**config.mk**
```make
export PLATFORM = sky130hd
export DESIGN_NAME = tagged_feedback_frame_parser_core
export DESIGN_NICKNAME = d
export VERILOG_FILES = /design/src/rtl/tffp_pkg.sv /design/src/rtl/tffp_regs.sv /design/src/rtl/tffp_ctrl.sv /design/src/rtl/tffp_dp.sv /design/src/rtl/tagged_feedback_frame_parser_core.sv
export VERILOG_INCLUDE_DIRS = /design/src /design/src/rtl
export SDC_FILE = /design/constraint.sdc
export NUM_CORES = 1
export LEC_CHECK = 0
export BUFFER_PORTS_ARGS = -buffer_cell sky130_fd_sc_hd__buf_2
export CELL_PAD_IN_SITES_DETAIL_PLACEMENT = 1
export CELL_PAD_IN_SITES_GLOBAL_PLACEMENT = 1
export CORE_ASPECT_RATIO = 0.75
export CORE_UTILIZATION = 49
export CTS_BUF_LIST = sky130_fd_sc_hd__clkbuf_8 sky130_fd_sc_hd__clkbuf_16
export CTS_CLUSTER_SIZE = 8
export DETAILED_ROUTE_END_ITERATION = 10
export GPL_TIMING_DRIVEN = 0
export PLACE_DENSITY_LB_ADDON = 0.2
export RECOVER_POWER = 100
export SLEW_MARGIN = 30
export SYNTH_ARGS = -nofsm -noshare
export SYNTH_HDL_FRONTEND = slang
export SYNTH_SLANG_ARGS = --single-unit
```
**constraint.sdc**
```tcl
create_clock -name clk -period 15.2 [get_ports clk]
set_input_delay 4.56 -clock clk [delete_from_list [all_inputs] [get_ports clk]]
set_output_delay 4.56 -clock clk [all_outputs]
set_load 0.1 [all_outputs]
```
**src/rtl/tagged_feedback_frame_parser_core_macros.svh**
```systemverilog
// assertion macros for the tagged feedback frame parser
// used by the top level only, no other dependencies
`ifndef TAGGED_FEEDBACK_FRAME_PARSER_CORE_MACROS_SVH
`define TAGGED_FEEDBACK_FRAME_PARSER_CORE_MACROS_SVH

// implication checked on every clock edge outside reset
`define TFFP_ASSERT_IMPLY(label, ante, cons, msg) \
  label: assert property (@(posedge clk) disable iff (rst) (ante) |-> (cons)) \
    else $error(msg);

// condition that must never hold outside reset
`define TFFP_ASSERT_NEVER(label, cond, msg) \
  label: assert property (@(posedge clk) disable iff (rst) !(cond)) \
    else $error(msg);

`endif

```
**src/rtl/tffp_pkg.sv**
```systemverilog
// shared types and constants for the tagged feedback frame parser
// no dependencies
`timescale 1ns / 1ps

package tffp_pkg;

  // default last frame position, the end mark sits here
  localparam int LAST_POS_DEF = 25;

  // apb port geometry
  localparam int ADDR_W = 5;
  localparam int DATA_W = 32;

  // fixed protocol bytes
  localparam logic [7:0] SEP_CHAR = 8'h3B;
  localparam logic [7:0] CR_CHAR  = 8'h0D;
  localparam logic [7:0] LF_CHAR  = 8'h0A;

  // configuration register reset values
  localparam logic [7:0] HEADER_RST = 8'd42;
  localparam logic [7:0] START_RST  = 8'd84;
  localparam logic [7:0] END_RST    = 8'd35;
  localparam logic [7:0] LEFT_RST   = 8'd76;
  localparam logic [7:0] RIGHT_RST  = 8'd82;
  localparam logic [7:0] MIDDLE_RST = 8'd90;

  // register index in the address map
  typedef enum logic [2:0] {
    REG_HEADER = 3'd0,
    REG_START  = 3'd1,
    REG_END    = 3'd2,
    REG_LEFT   = 3'd3,
    REG_RIGHT  = 3'd4,
    REG_MIDDLE = 3'd5
  } reg_idx_t;

  typedef struct packed {
    logic [7:0] header_char;
    logic [7:0] start_char;
    logic [7:0] end_char;
    logic [7:0] left_tag;
    logic [7:0] right_tag;
    logic [7:0] middle_tag;
  } cfg_t;

  // controller states
  typedef enum logic [1:0] {
    S_IDLE,
    S_RECV,
    S_SCAN,
    S_DONE
  } state_t;

  // controller to datapath
  typedef struct packed {
    logic accept;
    logic start_frame;
    logic shift_in;
    logic scan_step;
    logic load_out;
  } cmd_t;

  // datapath to controller
  typedef struct packed {
    logic start_hit;
    logic end_hit;
    logic stop_hit;
  } status_t;

endpackage

```
**src/rtl/tffp_regs.sv**
```systemverilog
// apb configuration registers for the frame parser
// depends on tffp_pkg
`timescale 1ns / 1ps

module tffp_regs (
  input  logic                       clk,
  input  logic                       rst,
  input  logic                       psel,
  input  logic                       penable,
  input  logic                       pwrite,
  input  logic [tffp_pkg::ADDR_W-1:0] paddr,
  input  logic [tffp_pkg::DATA_W-1:0] pwdata,
  output logic [tffp_pkg::DATA_W-1:0] prdata,
  output logic                       pready,
  output tffp_pkg::cfg_t             cfg
);
  import tffp_pkg::*;

  logic       wr_en;
  logic [2:0] reg_idx;
  logic [7:0] rd_byte;

  assign pready  = 1'b1;
  assign wr_en   = psel && penable && pwrite && pready;
  assign reg_idx = paddr[4:2];

  // register writes, unknown indexes ignored
  always_ff @(posedge clk) begin
    if (rst) begin
      cfg.header_char <= HEADER_RST;
      cfg.start_char  <= START_RST;
      cfg.end_char    <= END_RST;
      cfg.left_tag    <= LEFT_RST;
      cfg.right_tag   <= RIGHT_RST;
      cfg.middle_tag  <= MIDDLE_RST;
    end else if (wr_en) begin
      case (reg_idx)
        REG_HEADER: cfg.header_char <= pwdata[7:0];
        REG_START:  cfg.start_char  <= pwdata[7:0];
        REG_END:    cfg.end_char    <= pwdata[7:0];
        REG_LEFT:   cfg.left_tag    <= pwdata[7:0];
        REG_RIGHT:  cfg.right_tag   <= pwdata[7:0];
        REG_MIDDLE: cfg.middle_tag  <= pwdata[7:0];
        default: ;
      endcase
    end
  end

  // read mux
  always_comb begin
    case (reg_idx)
      REG_HEADER: rd_byte = cfg.header_char;
      REG_START:  rd_byte = cfg.start_char;
      REG_END:    rd_byte = cfg.end_char;
      REG_LEFT:   rd_byte = cfg.left_tag;
      REG_RIGHT:  rd_byte = cfg.right_tag;
      REG_MIDDLE: rd_byte = cfg.middle_tag;
      default:    rd_byte = 8'd0;
    endcase
  end

  assign prdata = {{(DATA_W-8){1'b0}}, rd_byte};

endmodule

```
**src/rtl/tffp_ctrl.sv**
```systemverilog
// controller state machine: framing, position count, scan sequencing
// depends on tffp_pkg
`timescale 1ns / 1ps

module tffp_ctrl #(
  parameter int LAST_POS = tffp_pkg::LAST_POS_DEF
) (
  input  logic               clk,
  input  logic               rst,
  input  logic               in_valid,
  output logic               in_stall,
  output logic               out_valid,
  input  logic               out_stall,
  input  tffp_pkg::status_t  status,
  output tffp_pkg::cmd_t     cmd
);
  import tffp_pkg::*;

  localparam int PW = $clog2(LAST_POS + 1);
  localparam int SW = $clog2(LAST_POS);

  state_t        state, state_next;
  logic [PW-1:0] pos, pos_next;
  logic [SW-1:0] scan_idx, scan_idx_next;
  logic          out_valid_next;
  logic          slot_free;
  logic          frame_full;
  logic          scan_last;

  assign slot_free  = !out_valid || !out_stall;
  assign frame_full = (pos == PW'(LAST_POS - 1));
  assign scan_last  = status.stop_hit || (scan_idx == SW'(LAST_POS - 1));

  // next state
  always_comb begin
    state_next = state;
    case (state)
      S_IDLE: begin
        if (in_valid && status.start_hit) state_next = S_RECV;
      end
      S_RECV: begin
        if (in_valid && frame_full) begin
          state_next = status.end_hit ? S_SCAN : S_IDLE;
        end
      end
      S_SCAN: begin
        if (scan_last) state_next = S_DONE;
      end
      S_DONE: begin
        if (slot_free) state_next = S_IDLE;
      end
      default: state_next = S_IDLE;
    endcase
  end

  // outputs and commands
  always_comb begin
    in_stall        = !((state == S_IDLE) || (state == S_RECV));
    cmd.accept      = in_valid && !in_stall;
    cmd.start_frame = (state == S_IDLE) && cmd.accept && status.start_hit;
    cmd.shift_in    = (state == S_RECV) && cmd.accept;
    cmd.scan_step   = (state == S_SCAN);
    cmd.load_out    = (state == S_DONE) && slot_free;
  end

  // counters and result flag
  always_comb begin
    pos_next       = pos;
    scan_idx_next  = scan_idx;
    out_valid_next = out_valid && out_stall;
    if (cmd.start_frame) pos_next = PW'(1);
    else if (cmd.shift_in) pos_next = pos + PW'(1);
    if (cmd.scan_step) scan_idx_next = scan_idx + SW'(1);
    else scan_idx_next = '0;
    if (cmd.load_out) out_valid_next = 1'b1;
  end

  always_ff @(posedge clk) begin
    if (rst) begin
      state     <= S_IDLE;
      pos       <= '0;
      scan_idx  <= '0;
      out_valid <= 1'b0;
    end else begin
      state     <= state_next;
      pos       <= pos_next;
      scan_idx  <= scan_idx_next;
      out_valid <= out_valid_next;
    end
  end

endmodule

```
**src/rtl/tffp_dp.sv**
```systemverilog
// datapath: frame shift line, tag window compare, held words, result register
// depends on tffp_pkg
`timescale 1ns / 1ps

module tffp_dp #(
  parameter int LAST_POS = tffp_pkg::LAST_POS_DEF
) (
  input  logic              clk,
  input  logic              rst,
  input  tffp_pkg::cfg_t    cfg,
  input  tffp_pkg::cmd_t    cmd,
  output tffp_pkg::status_t status,
  input  logic [7:0]        rx_byte,
  output logic [31:0]       time_word,
  output logic [31:0]       left_count,
  output logic [31:0]       right_count,
  output logic [31:0]       middle_count
);
  import tffp_pkg::*;

  // frame_buf[k] holds frame position k once the frame is complete
  logic [7:0]  frame_buf [LAST_POS+1];
  logic [7:0]  prev_byte;
  logic [7:0]  top_byte;
  logic [31:0] held_time, held_left, held_right, held_middle;
  logic [31:0] win_word;
  logic        sep_hit;

  // status compares
  assign status.start_hit = (rx_byte == cfg.start_char) && (prev_byte == cfg.header_char);
  assign status.end_hit   = (rx_byte == cfg.end_char);
  assign status.stop_hit  = (frame_buf[0] == CR_CHAR) && (frame_buf[1] == LF_CHAR);

  // scan window at the low end of the line
  assign sep_hit  = (frame_buf[5] == SEP_CHAR);
  assign win_word = {frame_buf[1], frame_buf[2], frame_buf[3], frame_buf[4]};

  // bytes past the frame read as zero during the scan
  assign top_byte = cmd.scan_step ? 8'd0 : rx_byte;

  // shift line
  always_ff @(posedge clk) begin
    if (cmd.start_frame) begin
      for (int k = 0; k < LAST_POS - 1; k++) frame_buf[k] <= frame_buf[k+2];
      frame_buf[LAST_POS-1] <= cfg.header_char;
      frame_buf[LAST_POS]   <= cfg.start_char;
    end else if (cmd.shift_in || cmd.scan_step) begin
      for (int k = 0; k < LAST_POS; k++) frame_buf[k] <= frame_buf[k+1];
      frame_buf[LAST_POS] <= top_byte;
    end
  end

  // previous byte and held words
  always_ff @(posedge clk) begin
    if (rst) begin
      prev_byte   <= 8'd0;
      held_time   <= 32'd0;
      held_left   <= 32'd0;
      held_right  <= 32'd0;
      held_middle <= 32'd0;
    end else begin
      if (cmd.accept) prev_byte <= rx_byte;
      if (cmd.scan_step && sep_hit) begin
        if (frame_buf[0] == cfg.start_char) held_time   <= win_word;
        if (frame_buf[0] == cfg.left_tag)   held_left   <= win_word;
        if (frame_buf[0] == cfg.right_tag)  held_right  <= win_word;
        if (frame_buf[0] == cfg.middle_tag) held_middle <= win_word;
      end
    end
  end

  // result register
  always_ff @(posedge clk) begin
    if (cmd.load_out) begin
      time_word    <= held_time;
      left_count   <= held_left;
      right_count  <= held_right;
      middle_count <= held_middle;
    end
  end

endmodule

```
**src/rtl/tagged_feedback_frame_parser_core.sv**
```systemverilog
// Frame parser top: one byte per cycle while input is not stalled; a frame is LAST_POS+1 bytes.
// After the end byte is taken the scan shifts the line one position a cycle, stopping at a CR LF
// pair or at the last position, then the result register is loaded once the output slot is free.
// Input is stalled during the scan, while the result is loaded and while it waits for a free output slot.
// Reset is synchronous: registers to their defaults, held words to zero, no frame open.
// depends on tffp_pkg, tffp_regs, tffp_ctrl, tffp_dp and the macros header
`timescale 1ns / 1ps
`include "tagged_feedback_frame_parser_core_macros.svh"

module tagged_feedback_frame_parser_core #(
  parameter int LAST_POS = tffp_pkg::LAST_POS_DEF
) (
  input  logic                        clk,
  input  logic                        rst,
  input  logic                        psel,
  input  logic                        penable,
  input  logic                        pwrite,
  input  logic [tffp_pkg::ADDR_W-1:0] paddr,
  input  logic [tffp_pkg::DATA_W-1:0] pwdata,
  output logic [tffp_pkg::DATA_W-1:0] prdata,
  output logic                        pready,
  input  logic                        in_valid,
  output logic                        in_stall,
  input  logic [7:0]                  rx_byte,
  output logic                        out_valid,
  input  logic                        out_stall,
  output logic [31:0]                 time_word,
  output logic [31:0]                 left_count,
  output logic [31:0]                 right_count,
  output logic [31:0]                 middle_count
);
  import tffp_pkg::*;

  cfg_t    cfg;
  cmd_t    cmd;
  status_t status;

  // configuration registers
  tffp_regs u_regs (
    .clk     (clk),
    .rst     (rst),
    .psel    (psel),
    .penable (penable),
    .pwrite  (pwrite),
    .paddr   (paddr),
    .pwdata  (pwdata),
    .prdata  (prdata),
    .pready  (pready),
    .cfg     (cfg)
  );

  // controller
  tffp_ctrl #(.LAST_POS(LAST_POS)) u_ctrl (
    .clk       (clk),
    .rst       (rst),
    .in_valid  (in_valid),
    .in_stall  (in_stall),
    .out_valid (out_valid),
    .out_stall (out_stall),
    .status    (status),
    .cmd       (cmd)
  );

  // datapath
  tffp_dp #(.LAST_POS(LAST_POS)) u_dp (
    .clk          (clk),
    .rst          (rst),
    .cfg          (cfg),
    .cmd          (cmd),
    .status       (status),
    .rx_byte      (rx_byte),
    .time_word    (time_word),
    .left_count   (left_count),
    .right_count  (right_count),
    .middle_count (middle_count)
  );

  // scan never overlaps an accepted input byte: input is stalled during the scan
  `TFFP_ASSERT_IMPLY(a_scan_blocks_input, cmd.scan_step, in_stall && !cmd.accept, "input taken during scan")
  // result register loads only into a free slot
  `TFFP_ASSERT_IMPLY(a_load_slot_free, cmd.load_out, !out_valid || !out_stall, "result overwritten")
  // shift line has at most one driver a cycle
  `TFFP_ASSERT_NEVER(a_one_shift, !$onehot0({cmd.start_frame, cmd.shift_in, cmd.scan_step}), "shift line conflict")

endmodule
```
Word-level counts from Yosys, hierarchy flattened
Memory sizes are Yosys's and may differ from the RTL's.
Index checks and enable logic that the tools add are counted.
Storage, ports and cells
  bits in registers: 325
  RAM bits: 208
  bits of input ports: 52
  logic and storage cells: 152
  memories kept: 1
Cells by class
  add/sub/neg operators: 2
  equality and inequality tests: 24
  multiplexer cells: 42
  bitwise gates (word level): 27
  reductions and logical operators: 36
Memories
  u_dp.frame_buf: depth 26, bits a word 8, read ports 26, clocked after Yosys merged registers in 0, wr ports 26, RTL line tffp_dp.sv:22  | logic [7:0] frame_buf [LAST_POS+1];
Operator list (count)
  $mux 8: 27
  $eq 8x8->1: 7
  $pmux 8 s6: 1
  $or 1x1->1: 26
  $reduce_and 2->1: 10
  $eq 8x4->1 const B: 2
  $logic_and 1x1->1: 13
  $add 5x1->5 const B: 2
  $eq 5x5->1 const B: 2
  $mux 2: 5
  $eq 8x6->1 const B: 1
  $mux 1: 8
  $pmux 2 s4: 1
  $eq 3x2->1 const B: 2
  $eq 3x3->1 const B: 2
  $ne 2x1->1 const B: 3
  $eq 2x2->1 const B: 2
  $logic_or 1x1->1: 4
  $reduce_and 4->1: 1
  $reduce_or 2->1: 2
  $eq 3x1->1 const B: 1
  $logic_not 1->1: 3
  $logic_not 3->1: 1
  $eq 2x1->1 const B: 1
  4 further kinds: 4

Depth between registers and ports, before layout
Gate-level depths: netlist of run 1.
  depth in word-level cells: 9
  mapped depth: 8
  gate-level depth less buffers: 7

By module
Synthesis of run 1 repeated with hierarchy kept, for this count alone.
Second synthesis, totals
  cell total of the unflattened synthesis: 1503
  area, all modules: 21983.6 um^2
By module, submodules not included
  tffp_dp: times used 1, cells an instance 1151, area each 18765.5 um^2, seq. area each 12812.3 um^2
  tffp_regs: times used 1, cells an instance 283, area each 2587.5 um^2, seq. area each 960.9 um^2
  tffp_ctrl: times used 1, cells an instance 69, area each 630.6 um^2, seq. area each 260.2 um^2

Least setup slack after synthesis of run 1
Ideal clock, no wire load.
  kind: input to output
  start point: input paddr[3] (netlist bit)
  end point: output prdata[3] (netlist bit)
  arrival: 7.404 ns
  setup slack: 3.236 ns
  cell stages on the path: 4
  cell sequence: buf_2 > buf_1 > mux2i_1 > o31ai_1
On the way
  word-level cells in the longest chain between the ends: 2
RTL lines
  start: declaration: RTL line tagged_feedback_frame_parser_core.sv:18  | input logic [tffp_pkg::ADDR_W-1:0] paddr,
  $eq 3x3->1 (tied with other cells): RTL line tffp_regs.sv:51  | case (reg_idx)
  $pmux 8 s6 *: RTL line tffp_regs.sv:51
  end: declaration: RTL line tagged_feedback_frame_parser_core.sv:20  | output logic [tffp_pkg::DATA_W-1:0] prdata,
Every way passes the cells marked *; elsewhere a longest branch is shown, timed or not.

Worst setup path in the final report of run 1
  start point: input paddr[3] (netlist bit)
  end point: output prdata[1] (netlist bit)
The elaborated chain is that of the path after synthesis.

==> results list, run 1 <==
- In the final layout, the share of cells above drive strength 1 is 16.3%.
* Largest stage delay on the critical path: 0.91 ns
* Min cycle time layout: 11.70 ns
- The detail route stage leaves a number of antenna-violating nets equal to 0.
- Wire length of the first global-routing pass: 81800 µm
- Synth cell types: 50
* Clock Path Buffers: 3
* Post-synthesis instance area: 21200 µm²
- The clock network burns 48.9% of the power.
* Cell with the biggest individual delay on the critical path: sky130_fd_sc_hd__clkbuf_1
- Overall overflow remaining after global route: 0
* Routability cong.: 0.897
- The number of antenna diodes in the final layout is 0.
- Initial cell density of the core: 50.1%
- Across the VDD grid, the largest voltage drop is 0.0803 mV.
- Required time at the worst-slack endpoint: 10.64 ns
- Violations in the final reports: max-capacitance violations, max-slew violations
- Headroom to the max-slew limit: -38.6%
- The net count of the finished layout is 1770.
- The final route contains 12600 vias.
* Setup repair after global routing missed its margin: no
* Leakage dissipation: 0.00937 µW
- Counting every sink on the clock net gives 533.
- Summing the sequential cell areas from Yosys gives 66.2% of the chip area.
* Cell chain of the critical path: clkbuf_1, inv_1, nor2_1, a221oi_1, o32ai_1, clkbuf_1
- The die is 182 µm tall.
- STA classifies the critical path endpoint as an output pin.
- Startpoint kind of the worst setup timing path: input port
* Routed WL per cell: 23.1 µm
* YS warnings: 0
* Number of hold buffers added after cts: 0
- Per report_power, the sequential group accounts for 48.3% of the total.
- Switch Pwr: 703 µW
- Data arrival time of the worst path: 7.14 ns
* Number of global-route vias before repair: 13400
* Max Cap Violations: 4
- Final number of hold-violating endpoints: 0
* Internal reg-to-reg setup slack: 7.36 ns
- Cell Count, Final, Fillers Out: 2342
- Most common cell in the netlist: sky130_fd_sc_hd__edfxtp_1
- Placed cells: 2205
- Setup violations remaining at the end of the flow were counted as 0.
- Growth of design area from synthesis to finish: 16.3%
* PostCTS Resize Cnt: 0
- In this design, the critical path's most frequently occurring cell is sky130_fd_sc_hd__clkbuf_1.
* Number of detailed-routing iterations run before antenna repair: 5
- Dividing the detail-routed via count by the number of cells gives 5.37.
- Pin count of the biggest net entering global routing: 38
- In the finished design, the share of the clock period the worst path needs comes to 77.0%.
- Most area-hungry cell type in the Yosys netlist: sky130_fd_sc_hd__edfxtp_1
- Worst hold-check path type: reg2reg
* Worst-path maximum fanout: 8
- By startpoint and endpoint, the worst setup path is classified as in2out.
* Number of setup buffers added after CTS: 0
* Dominant synthesized flop cell: sky130_fd_sc_hd__edfxtp_1
* Aggregate negative setup slack: 0 ns
- The H-tree was split into 3 levels.
- Counting flops with an async set or reset pin after synthesis yields a share of 0%.
* Cell count after synthesis: 1439
* Rows: 65
- The synthesized design contains 533 register bits.
- After detailed routing, the total wire length is 54100 µm.
- Number of remaining DRC errors: 0
- Upper clock frequency limit: 0.0855 GHz
* Syn_area_per_cell: 14.7 µm²
- Global routing consumed, over all layers together, 24.6% of the routing resources.
- Clock root cell: sky130_fd_sc_hd__clkbuf_16
- CTS tree: done
- Final std cell area, no fill: 24700 µm²
* Cell area after placement: 23100 µm²
* Outcome: complete, but fails checks
* Width of the die: 242 µm
- EDFF count, synth: 336
- Input/output buffers: 161
- At the later pin of the worst-skew pair, clock insertion delay measures 0.59 ns.
- Worst Clk Skew: 0.0225 ns
* Top post-synthesis cells by count: sky130_fd_sc_hd__edfxtp_1 (336), sky130_fd_sc_hd__dfxtp_1 (197), sky130_fd_sc_hd__nor2_1 (180)
- Hold Slack: 0.421 ns
- Clock-pin slew was measured on the worst setup and hold paths at 0.05 ns.
* Cts bufs inserted: 76
- Sorting the synthesized cells by area gives the leading types as sky130_fd_sc_hd__edfxtp_1 (48%), sky130_fd_sc_hd__dfxtp_1 (19%), sky130_fd_sc_hd__mux2i_1 (7.9%).
- For this block, the initial DRC count from the detailed router was 766.
- Cell internal power dissipation: 2460 µW
- The number of pins with negative max-slew slack in the final report came to 139.
* Top delay family on crit path: buffers and inverters
* Detailed Place HPWL: 37000 µm
- Number of antenna violations at the first check in global routing: 0
* Comb power frac: 2.8%
* Top-area cell type share of the netlist area: 47.6%
- The die covers 44100 µm².
- After floorplanning, the core was sized to cover 42400 µm².
- Count of buffering cells on the critical path with inverters included: 3
- Switching Fraction: 22.2%
* Power Density: 128 nW/µm²
- Pin placement for this block handled 215 I/O pins.
* Pin slew with the least headroom to its limit: 2.08 ns
state kept, by name, summed over array words and instances, names as in the netlist, named ones only:
name	count
u_regs.cfg	48
u_ctrl.state	1
u_dp.right_count	32
u_dp.frame_buf	208
u_dp.middle_count	32
u_ctrl.out_valid	1
u_dp.time_word	32
u_dp.left_count	32
u_ctrl.pos	5
u_dp.prev_byte	8
u_dp.held_left	32
u_ctrl.scan_idx	5
u_dp.held_middle	32
u_dp.held_time	32
u_dp.held_right	32
cells by family after synthesis:
| group | count (synthesis) | share of synthesized area, % |
|---|---|---|
| DFF | 533 | 66.2 |
| muxes | 369 | 19.6 |
| and+or+nand+nor | 287 | 6.28 |
| buffers and inverters | 119 | 3.08 |
| AOI/OAI and AO/OA | 63 | 2.08 |
| xor gates and xnor gates | 62 | 2.56 |
| adders and majority gates | 4 | 0.236 |
| other | 2 | 0.0354 |
final cells by class:
type                    count  area, µm²
fillers                  4171      17700
repair buffers            174        702
plain buffers             107        539
multi-input cells         810       6410
inverters                  12       45.0
flip-flops and latches    533      14000
clock inverters            60        305
clock buffers              77       1930
well taps                 569        712
final timing paths:
kind	to	cells past startpoint	start
setup / recovery	prdata[1]	6	paddr[3]
hold / removal	u_dp.time_word[22]	0	u_dp.held_time[22]
setup reg to reg	u_dp.frame_buf[0][66]	11	u_regs.cfg[39]
hold reg to reg	u_dp.time_word[22]	0	u_dp.held_time[22]
layer usage:
metal,GRT usage [%],part of all wire (%)
met5,0,0
met4,8.05,2.5
met3,4.28,4.3
met2,40.1,48
met1,33.4,45
worst register-to-register path: stages, from the launching register on:
cell and delay [ns]:
sky130_fd_sc_hd__dfxtp_1 0.50, sky130_fd_sc_hd__xnor2_1 0.17, sky130_fd_sc_hd__nand4_1 0.13, sky130_fd_sc_hd__nor3_1 0.35, sky130_fd_sc_hd__nand4_1 0.49, sky130_fd_sc_hd__clkbuf_1 0.39
sky130_fd_sc_hd__nand3_1 0.66, sky130_fd_sc_hd__clkbuf_1 1.42, sky130_fd_sc_hd__clkbuf_1 1.49, sky130_fd_sc_hd__clkbuf_1 1.37, sky130_fd_sc_hd__buf_12 0.32, sky130_fd_sc_hd__buf_12 0.23
power by group through the flow:
| stage | clock network [µW] | logic (µW) | registers [µW] |
|---|---|---|---|
| after floorplan | 0 | 68.6 | 1560 |
| after global placement | 0 | 88.4 | 1560 |
| after detailed placement | 0 | 89.5 | 1560 |
| after CTS | 1570 | 90.0 | 1530 |
| after global routing | 1630 | 93.9 | 1530 |
| final | 1540 | 89.7 | 1530 |
through the flow:
step	power [µW]	util (%)	worst slack [ns]
floorplan	1620	-	3.24
global placement	1640	53.8	0.128
detailed placement	1650	54.6	4.10
CTS	3190	59.8	4.12
global route	3250	58.2	3.07
finish	3160	58.2	3.50
cell usage in the layout (no fill, tap or decap), types with 21 or more instances in the layout:
cell,instances
sky130_fd_sc_hd__edfxtp_1,336
sky130_fd_sc_hd__mux2i_1,167
sky130_fd_sc_hd__inv_1,65
sky130_fd_sc_hd__mux2_2,142
sky130_fd_sc_hd__a21oi_1,21
sky130_fd_sc_hd__buf_2,23
sky130_fd_sc_hd__nand2_1,24
sky130_fd_sc_hd__xnor2_1,22
sky130_fd_sc_hd__buf_4,25
sky130_fd_sc_hd__mux2_1,55
sky130_fd_sc_hd__nor2_1,180
sky130_fd_sc_hd__dfxtp_1,197
sky130_fd_sc_hd__clkbuf_1,224
sky130_fd_sc_hd__conb_1,25
sky130_fd_sc_hd__clkbuf_16,77
sky130_fd_sc_hd__xor2_1,40
Power figures use the tool's default switching activity.
==> inputs of run 2 (changes only) <==
clock period = 11.5 ns   (was 15.2 ns; I/O delays follow)
==> run 2 against run 1 <==
Net effect: the flow still finishes with violations (max-capacitance violations, max-slew violations); register-to-register slack worse by 2.6 ns; die area unchanged; setup slack worse by 1.5 ns; first-iteration DRC count down 0.52%; non-clock buffer count unchanged; routed wire length about the same; critical path type unchanged; critical endpoint unchanged.
==> results list, run 2 (synthesis gave the netlist of run 1 again) <==
- Final antenna-violating net count: 0 (unchanged)
- The switching part of the total came to 22.2% (about the same).
* Pin slew with the least headroom to its limit: 2.08 ns (+0.00484 ns)
- Routed length on met2: 26100 µm (about the same)
* Capturing element type of the critical path: output pin
* Outcome: complete, but fails checks
* Sinks on Clock Net: 533 (unchanged)
- The max-capacitance violation count came to 3 (-1).
* Pin count of the biggest net entering global routing: 38 (unchanged)
* Initial cell density of the core: 50.1% (unchanged)
- The growth of design area from synthesis to finish came to 16.4% (about the same).
- Among the stages of the critical path, the cell type that occurs most often is sky130_fd_sc_hd__clkbuf_1.
- The deepest clock path buffer count was 3 (unchanged).
* Metal1 wirelength: 24300 µm (about the same)
- Hold Slack: 0.421 ns (unchanged)
- Routed WL per cell: 23.1 µm (about the same)
- The count of TritonRoute iterations in the first routing pass came to 5 (unchanged).
- Worst min-delay path startpoint: u_dp.held_time[22]
- The width of the die is 242 µm (unchanged).
* Antenna fix cells: 0 (unchanged)
- The share of layout cells above drive strength 1 is 16.4% (+0.056 points).
* Switch Pwr: 929 µW (+32%)
- Timing would allow up to 0.106 GHz.
- Amount of wire on met3 after detailed routing: 2340 µm (-0.30%)
- Largest register FFs: 208 (unchanged)
- Top-Level Pins: 215 (unchanged)
- The number of buffers added on ports is 161 (unchanged).
- Startpoint of the lowest-slack register-to-register path: u_regs.cfg[39]
- The floorplan core area came to 42400 µm² (unchanged).
- The biggest fanout along the worst timing path is 8 (unchanged).
- Leakage dissipation: 0.00937 µW (about the same)
- Leading cell type in the layout, fill and taps excluded: sky130_fd_sc_hd__edfxtp_1
* Setup violation total in the final timing report: 0 (unchanged)
* Comb power frac: 2.8% (about the same)
- Clock transition at the register clock pins on the worst setup and hold paths after CTS: 0.05 ns (about the same)
- Number of remaining DRC errors: 0 (unchanged)
* Cell with the biggest individual delay on the critical path: sky130_fd_sc_hd__clkbuf_1
* Worst setup path class: in2out
- Highest-count cells in the layout ignoring fill and taps: sky130_fd_sc_hd__edfxtp_1 (336), sky130_fd_sc_hd__clkbuf_1 (223), sky130_fd_sc_hd__dfxtp_1 (197)
- Share of the cycle needed by the critical path after routing: 82.4%
* Cell chain of the critical path: clkbuf_1, inv_1, nor2_1, a221oi_1, o32ai_1, clkbuf_1
- TritonCTS built the clock tree.
* Die footprint: 44100 µm² (unchanged)
- Power, Total: 4180 µW (+32%)
* Number of hold buffers added after cts: 0 (unchanged)
* Aggregate negative setup slack: 0 ns (unchanged)
- The number of buffers created by CTS is 76 (unchanged).
- Counting flops per register, the top entry is u_dp.frame_buf.
- The DRC violation total after the first TritonRoute iteration is 762 (-0.52%).
- Via density per instance: 5.37 (about the same)
- Portion of total power attributed to sequential cells: 48.3% (about the same)
* Highest ir drop seen on vdd: 0.106 mV (+32%)
- Highest Signal Layer: met4
- The combined area of the multi-input logic cells came to 6410 µm² (unchanged).
- Total global-route track usage: 24.6% (unchanged)
- The sum of overflow across all layers after global routing came to 0 (unchanged).
- The min-delay analysis places its worst path in the category reg2reg.
* Clock power frac: 48.9% (about the same)
* Critical path launch point: paddr[3]
- Worst Clk Skew: 0.0225 ns (-0.00000840 ns)
- Data arrival time of the worst path: 6.03 ns (-1.11 ns)
* Total number of vias: 12600 (+0.040%)
- The count of buffers added by post-CTS timing repair for setup was 0 (unchanged).
* PostCTS Resize Cnt: 0 (unchanged)
- Registers with the highest flip-flop counts: u_dp.frame_buf: 208 flops, u_regs.cfg: 48 flops
- The tree is rooted in a sky130_fd_sc_hd__clkbuf_16.
- Vert. Die Dim: 182 µm (unchanged)
* Worst hold path depth: 0 (unchanged)
- The number of pins with negative max-slew slack in the final report was 107 (-23%).
* Total Routed Length: 54100 µm (about the same)
* Number of antenna violations at the first check in global routing: 0 (unchanged)
* Area taken by flip-flops and latches: 14000 µm² (unchanged)
* Number of global-route vias before repair: 13400 (unchanged)
- Worst skew pair latency: 0.59 ns (about the same)
- Wire length of the first global-routing pass: 81800 µm (unchanged)
- The worst path in the final design needs a cycle of 9.48 ns, including I/O delays and setup.
* Placed cells: 2205 (unchanged)
- Setup repair after global routing left no endpoint under its margin.
- The required time of the critical path came to 8.05 ns (-2.59 ns).
- The half-perimeter wire length of the detailed placement result was 37000 µm (unchanged).
- STA classifies the critical path startpoint as an input port.
* Routability cong.: 0.897 (unchanged)
- The fill cell instance count of the final layout came to 4168 (-0.072%).
- The largest stage delay on the critical path is 0.91 ns (about the same).
* Rows: 65 (unchanged)
- The power per cell area is 169 nW/µm² (+32%).
- The cell-internal power is 3250 µW (+32%).
- Headroom to the max-slew limit: -38.9% (-0.32 points)
- Worst-case reg-to-reg path depth: 11 (unchanged)
- The checks that failed: max-capacitance violations, max-slew violations.
- Number of H-tree levels: 3 (unchanged)
- The final number of hold-violating endpoints was 0 (unchanged).
- Final layout net count: 1770 (unchanged)
* Cell Count, Final, Fillers Out: 2342 (unchanged)
run 2: changes by cell type in the layout (fill, tap and decap cells not counted):
cell	change
sky130_fd_sc_hd__clkbuf_1	-1
sky130_fd_sc_hd__buf_12	+1
run 2: final cells by class:
class	count	area share [%]
flip-flops and latches	533	56.8
clock inverters	60	1.24
multi-input cells	810	26.0
clock buffers	77	7.80
repair buffers	174	2.91
plain buffers	107	2.18
well taps	569	2.88
inverters	12	0.182
run 2: per-stage QoR:
step | instance area, µm² | util (%) | setup WS [ns]
4_1_cts | 25400 | 59.8 | 2.64
3_5_place_dp | 23100 | 54.6 | 2.62
2_1_floorplan | 21300 | - | 0.716
5_1_grt | 24700 | 58.3 | 1.67
6_report | 24700 | 58.3 | 2.02
3_3_place_gp | 22800 | 53.8 | -2.46
run 2: worst paths after layout:
check	to	slack, ns
setup / recovery	prdata[1]	2.02
hold / removal	u_dp.time_word[22]	0.42
setup reg to reg	u_dp.frame_buf[0][66]	4.74
hold reg to reg	u_dp.time_word[22]	0.42
run 2: layer usage:
metal  vias up  global-route usage, %
met4         0                   8.05
met3        93                   4.28
met2       303                   40.1
li1       5744                      -
met5         -                      0
met1      6435                   33.4
run 2: power by group through the flow:
stage               registers [µW]  logic, µW  clock network (µW)
finish                        2020        119                2040
global route                  2020        124                2150
CTS                           2020        119                2070
detailed placement            2060        118                   0
global placement              2060        117                   0
floorplan                     2060       90.7                   0
run 2: critical path: cells and delay by family:
family                 cells  cell delay [ns]
buffers and inverters      3             1.54
AOI/OAI and AO/OA          2             0.49
and+or+nand+nor            1             0.54
==> inputs of run 3 (changes only) <==
ABC_AREA = 1   (was unset)
CORE_UTILIZATION = 46   (was 49)
clock period = 9.4 ns   (was 11.5 ns; I/O delays follow)
==> run 3 against run 2 <==
Net effect: the run now ends clean; via count up 24%; sequential power increased by 37%; die area grew 5.3%; routed wire length rose by 12%; critical path depth is the same; sequential cell count is the same; largest power group is now sequential cells.
==> results list, run 3 <==
- The signal on the critical path passes through clkbuf_1, inv_1, nor3_1, a221oi_1, o2111ai_1, clkbuf_1.
* Flip-flop and latch count after synthesis: 533 (unchanged)
* Share of cells above drive strength 1: 7.59% (-8.8 points)
- Number of H-tree levels: 3 (unchanged)
- Number of setup buffers added after CTS: 0 (unchanged)
* Antenna fix cells: 0 (unchanged)
- Width of the die: 249 µm (+2.6%)
- The flow ran to the end, and the final reports show no timing, DRC or antenna violations.
- The largest registers in the layout are u_dp.frame_buf: 208 flops, u_regs.cfg: 48 flops.
- Growth of design area from synthesis to finish: 17.9%
* Final number of hold-violating endpoints: 0 (unchanged)
* Routed WL per cell: 20.7 µm (-10%)
- The worst path in the final design needs a cycle of 8.13 ns, including I/O delays and setup.
- sky130_fd_sc_hd__edfxtp_1 takes more of the synthesized area than any other cell.
* Total global-route track usage: 26.5% (+1.9 points)
- Die footprint: 46500 µm² (+5.3%)
- Worst min-delay path startpoint: u_dp.held_time[21]
- The via total after detailed routing was 15600 (+24%).
- The register with the most flip-flops in the final layout is u_dp.frame_buf.
- The setup violation total in the final timing report came to 0 (unchanged).
- In this run the worst hold path is classified as reg2reg.
- Derived from the worst setup path, the maximum achievable clock frequency is 0.123 GHz.
- Largest cells by area after synthesis: sky130_fd_sc_hd__edfxtp_1 (48%), sky130_fd_sc_hd__dfxtp_1 (19%), sky130_fd_sc_hd__o21ai_0 (6.3%)
- Highest-count cells in the layout ignoring fill and taps: sky130_fd_sc_hd__o21ai_0 (337), sky130_fd_sc_hd__edfxtp_1 (336), sky130_fd_sc_hd__nor2_1 (305)
* Input/output buffers: 163 (+1.2%)
- Number of antenna violations at the first check in global routing: 0 (unchanged)
* Number of detailed-routing iterations run before antenna repair: 5 (unchanged)
* Max Cap Violations: 0 (-3)
- The transition at the pin with the smallest max-transition slack came to 1.36 ns (-0.728 ns).
- Cell area after placement: 22900 µm² (-0.92%)
* YS warnings: 0 (unchanged)
- The power per cell area came to 236 nW/µm² (+39%).
- Worst-path maximum fanout: 9 (+1)
- The worst setup path is of the in2out kind.
* Sinks on Clock Net: 533 (unchanged)
- The cell count after synthesis was 2013 (+40%).
- Pin count of the biggest net entering global routing: 52 (+37%)
- The clock-pin transition on the worst setup and hold timing paths was 0.05 ns (about the same).
- The placer congestion estimate was 0.914 (+1.9%).
- Dominant synthesized flop cell: sky130_fd_sc_hd__edfxtp_1
- The worst clock skew was 0.0204 ns (-0.00215 ns).
* Number of remaining DRC errors: 0 (unchanged)
* Clock Path Buffers: 3 (unchanged)
- Highest ir drop seen on vdd: 0.160 mV (+51%)
- PostCTS Resize Cnt: 0 (unchanged)
- Via density per instance: 5.31 (-1.0%)
- Drt first-iter violations: 1065 (+40%)
- sky130_fd_sc_hd__edfxtp_1 is the most common cell in the netlist.
* Vert. Die Dim: 187 µm (+2.6%)
- The number of distinct standard cells referenced by the synthesized netlist is 42 (-16%).
- Data arrival time of the worst path: 5.31 ns (-0.72 ns)
- The half-perimeter wire length of the detailed placement result is 41800 µm (+13%).
* Total Routed Length: 60700 µm (+12%)
- The largest stage delay on the critical path came to 0.89 ns (-0.02 ns).
- Clock root cell: sky130_fd_sc_hd__clkbuf_16
- Top-Level Pins: 215 (unchanged)
- Share of the cycle needed by the critical path after routing: 86.5%
* Max Transition Viols Final: 0 (-100%)
- Hold Slack: 0.430 ns (+0.00977 ns)
* Wire length of the first global-routing pass: 94500 µm (+15%)
* Final std cell area, no fill: 24700 µm² (+0.16%)
- Cts bufs inserted: 76 (unchanged)
- Critical path launch point: paddr[2]
* Final layout net count: 2344 (+32%)
- The floorplan core area was 44800 µm² (+5.8%).
- Post-layout worst setup margin: 1.27 ns (-0.751 ns)
* Overall overflow remaining after global route: 0 (unchanged)
- The number of enable-type register cells in the synthesized netlist was 336 (unchanged).
* CTS tree: done
- Part of the Yosys area used for sequential elements: 66.9% (+0.74 points)
* Worst skew pair latency: 0.62 ns (+0.03 ns)
* Aggregate negative setup slack: 0 ns (unchanged)
- Final antenna-violating net count: 0 (unchanged)
- Cell with the biggest individual delay on the critical path: sky130_fd_sc_hd__nor3_1
- The fraction of synthesis flops using an asynchronous set or reset pin is 0% (unchanged).
* Number of hold buffers added after cts: 0 (unchanged)
- The synthesized area divided by synthesized cell count came to 10.4 µm² (-29%).
* Headroom to the max-slew limit: 9.42% (+48 points)
- The via count of the first global-routing pass was 16600 (+23%).
- The reported leakage power is 0.00970 µW (+3.5%).
- STA classifies the critical path startpoint as an input port.
- The post-synthesis cell area was 21000 µm² (-1.1%).
* Required time at the worst-slack endpoint: 6.58 ns (-1.47 ns)
* Post-placement setup slack: 2.07 ns (-0.552 ns)
* Setup repair after global routing missed its margin: no
- The flip-flop count of the largest register, all copies and words added came to 208 (unchanged).
- The number of core rows came to 67 (+3.1%).
- Cell seen most often among critical-path stages: sky130_fd_sc_hd__clkbuf_1
- The worst setup path is captured at an output pin.
- Top-area cell type share of the netlist area: 48.1% (+0.53 points)
- Sorting the synthesized cells by how often they occur yields sky130_fd_sc_hd__edfxtp_1 (336), sky130_fd_sc_hd__nor2_1 (302), sky130_fd_sc_hd__nand2_1 (295).
- Leading cell type in the layout, fill and taps excluded: sky130_fd_sc_hd__o21ai_0
- The initial standard-cell utilization of the core was 46.8% (-3.3 points).
==> run 3: changes by cell type in the layout (fill, tap and decap cells not counted), moves of 68 or more <==
cell	before	now
sky130_fd_sc_hd__nand2_1	24	296
sky130_fd_sc_hd__o21ai_0	1	337
sky130_fd_sc_hd__mux2i_1	167	0
sky130_fd_sc_hd__mux2_2	142	0
sky130_fd_sc_hd__nor2_1	180	305
sky130_fd_sc_hd__inv_1	65	228
sky130_fd_sc_hd__a21oi_1	21	89
==> run 3: report_power, final <==
| group | switching, µW | internal, µW |
|---|---|---|
| clock network | 1030 | 1500 |
| logic | 421 | 133 |
| registers | 84.6 | 2670 |
| total | 1540 | 4300 |
==> run 3: kinds of logic after synthesis <==
group,after synthesis,synth area share [%]
AOI/OAI and AO/OA,456,11.3
xor gates and xnor gates,39,1.63
adders and majority gates,4,0.239
buffers and inverters,307,6.68
DFF,533,66.9
other,2,0.0358
and+or+nand+nor,672,13.3
==> run 3: area by class of cell <==
class | count | area [µm²]
clock inverters | 57 | 302
multi-input cells | 1196 | 5590
repair buffers | 174 | 736
clock buffers | 78 | 1950
fillers | 5017 | 20100
flip-flops and latches | 533 | 14000
inverters | 184 | 696
well taps | 586 | 733
plain buffers | 123 | 686
==> run 3: path summary, 6_finish.rpt <==
check	to	slack [ns]	depth (start not counted)
min reg2reg	u_dp.time_word[21]	0.43	0
min	u_dp.time_word[21]	0.43	0
max	prdata[6]	1.27	6
max reg2reg	u_dp.frame_buf[1][11]	3.52	12
==> run 3: critical path, delay by kind of cell <==
kind | cells | cell delay (ns)
buffers and inverters | 3 | 1.12
AND/OR/NAND/NOR | 1 | 0.89
AO/OA/AOI/OAI | 2 | 0.46
==> run 3: metrics by stage <==
step | std cells | total power [µW] | util, %
after CTS | 2931 | 5900 | 56.1
final | 2931 | 5840 | 55.1
after detailed placement | 2796 | 3360 | 51.1
after global placement | 2785 | 3360 | 50.4
after global routing | 2931 | 6040 | 55.1
after floorplan | 2036 | 3180 | -
==> run 3: routing by layer <==
metal / global-route usage (%) / part of all wire (%) / up-vias
li1: - / - / 7271
met1: 35.1 / 45 / 7789
met2: 43.0 / 47 / 392
met3: 5.66 / 5.5 / 124
met4: 9.65 / 2.9 / 0
met5: 0 / 0 / -
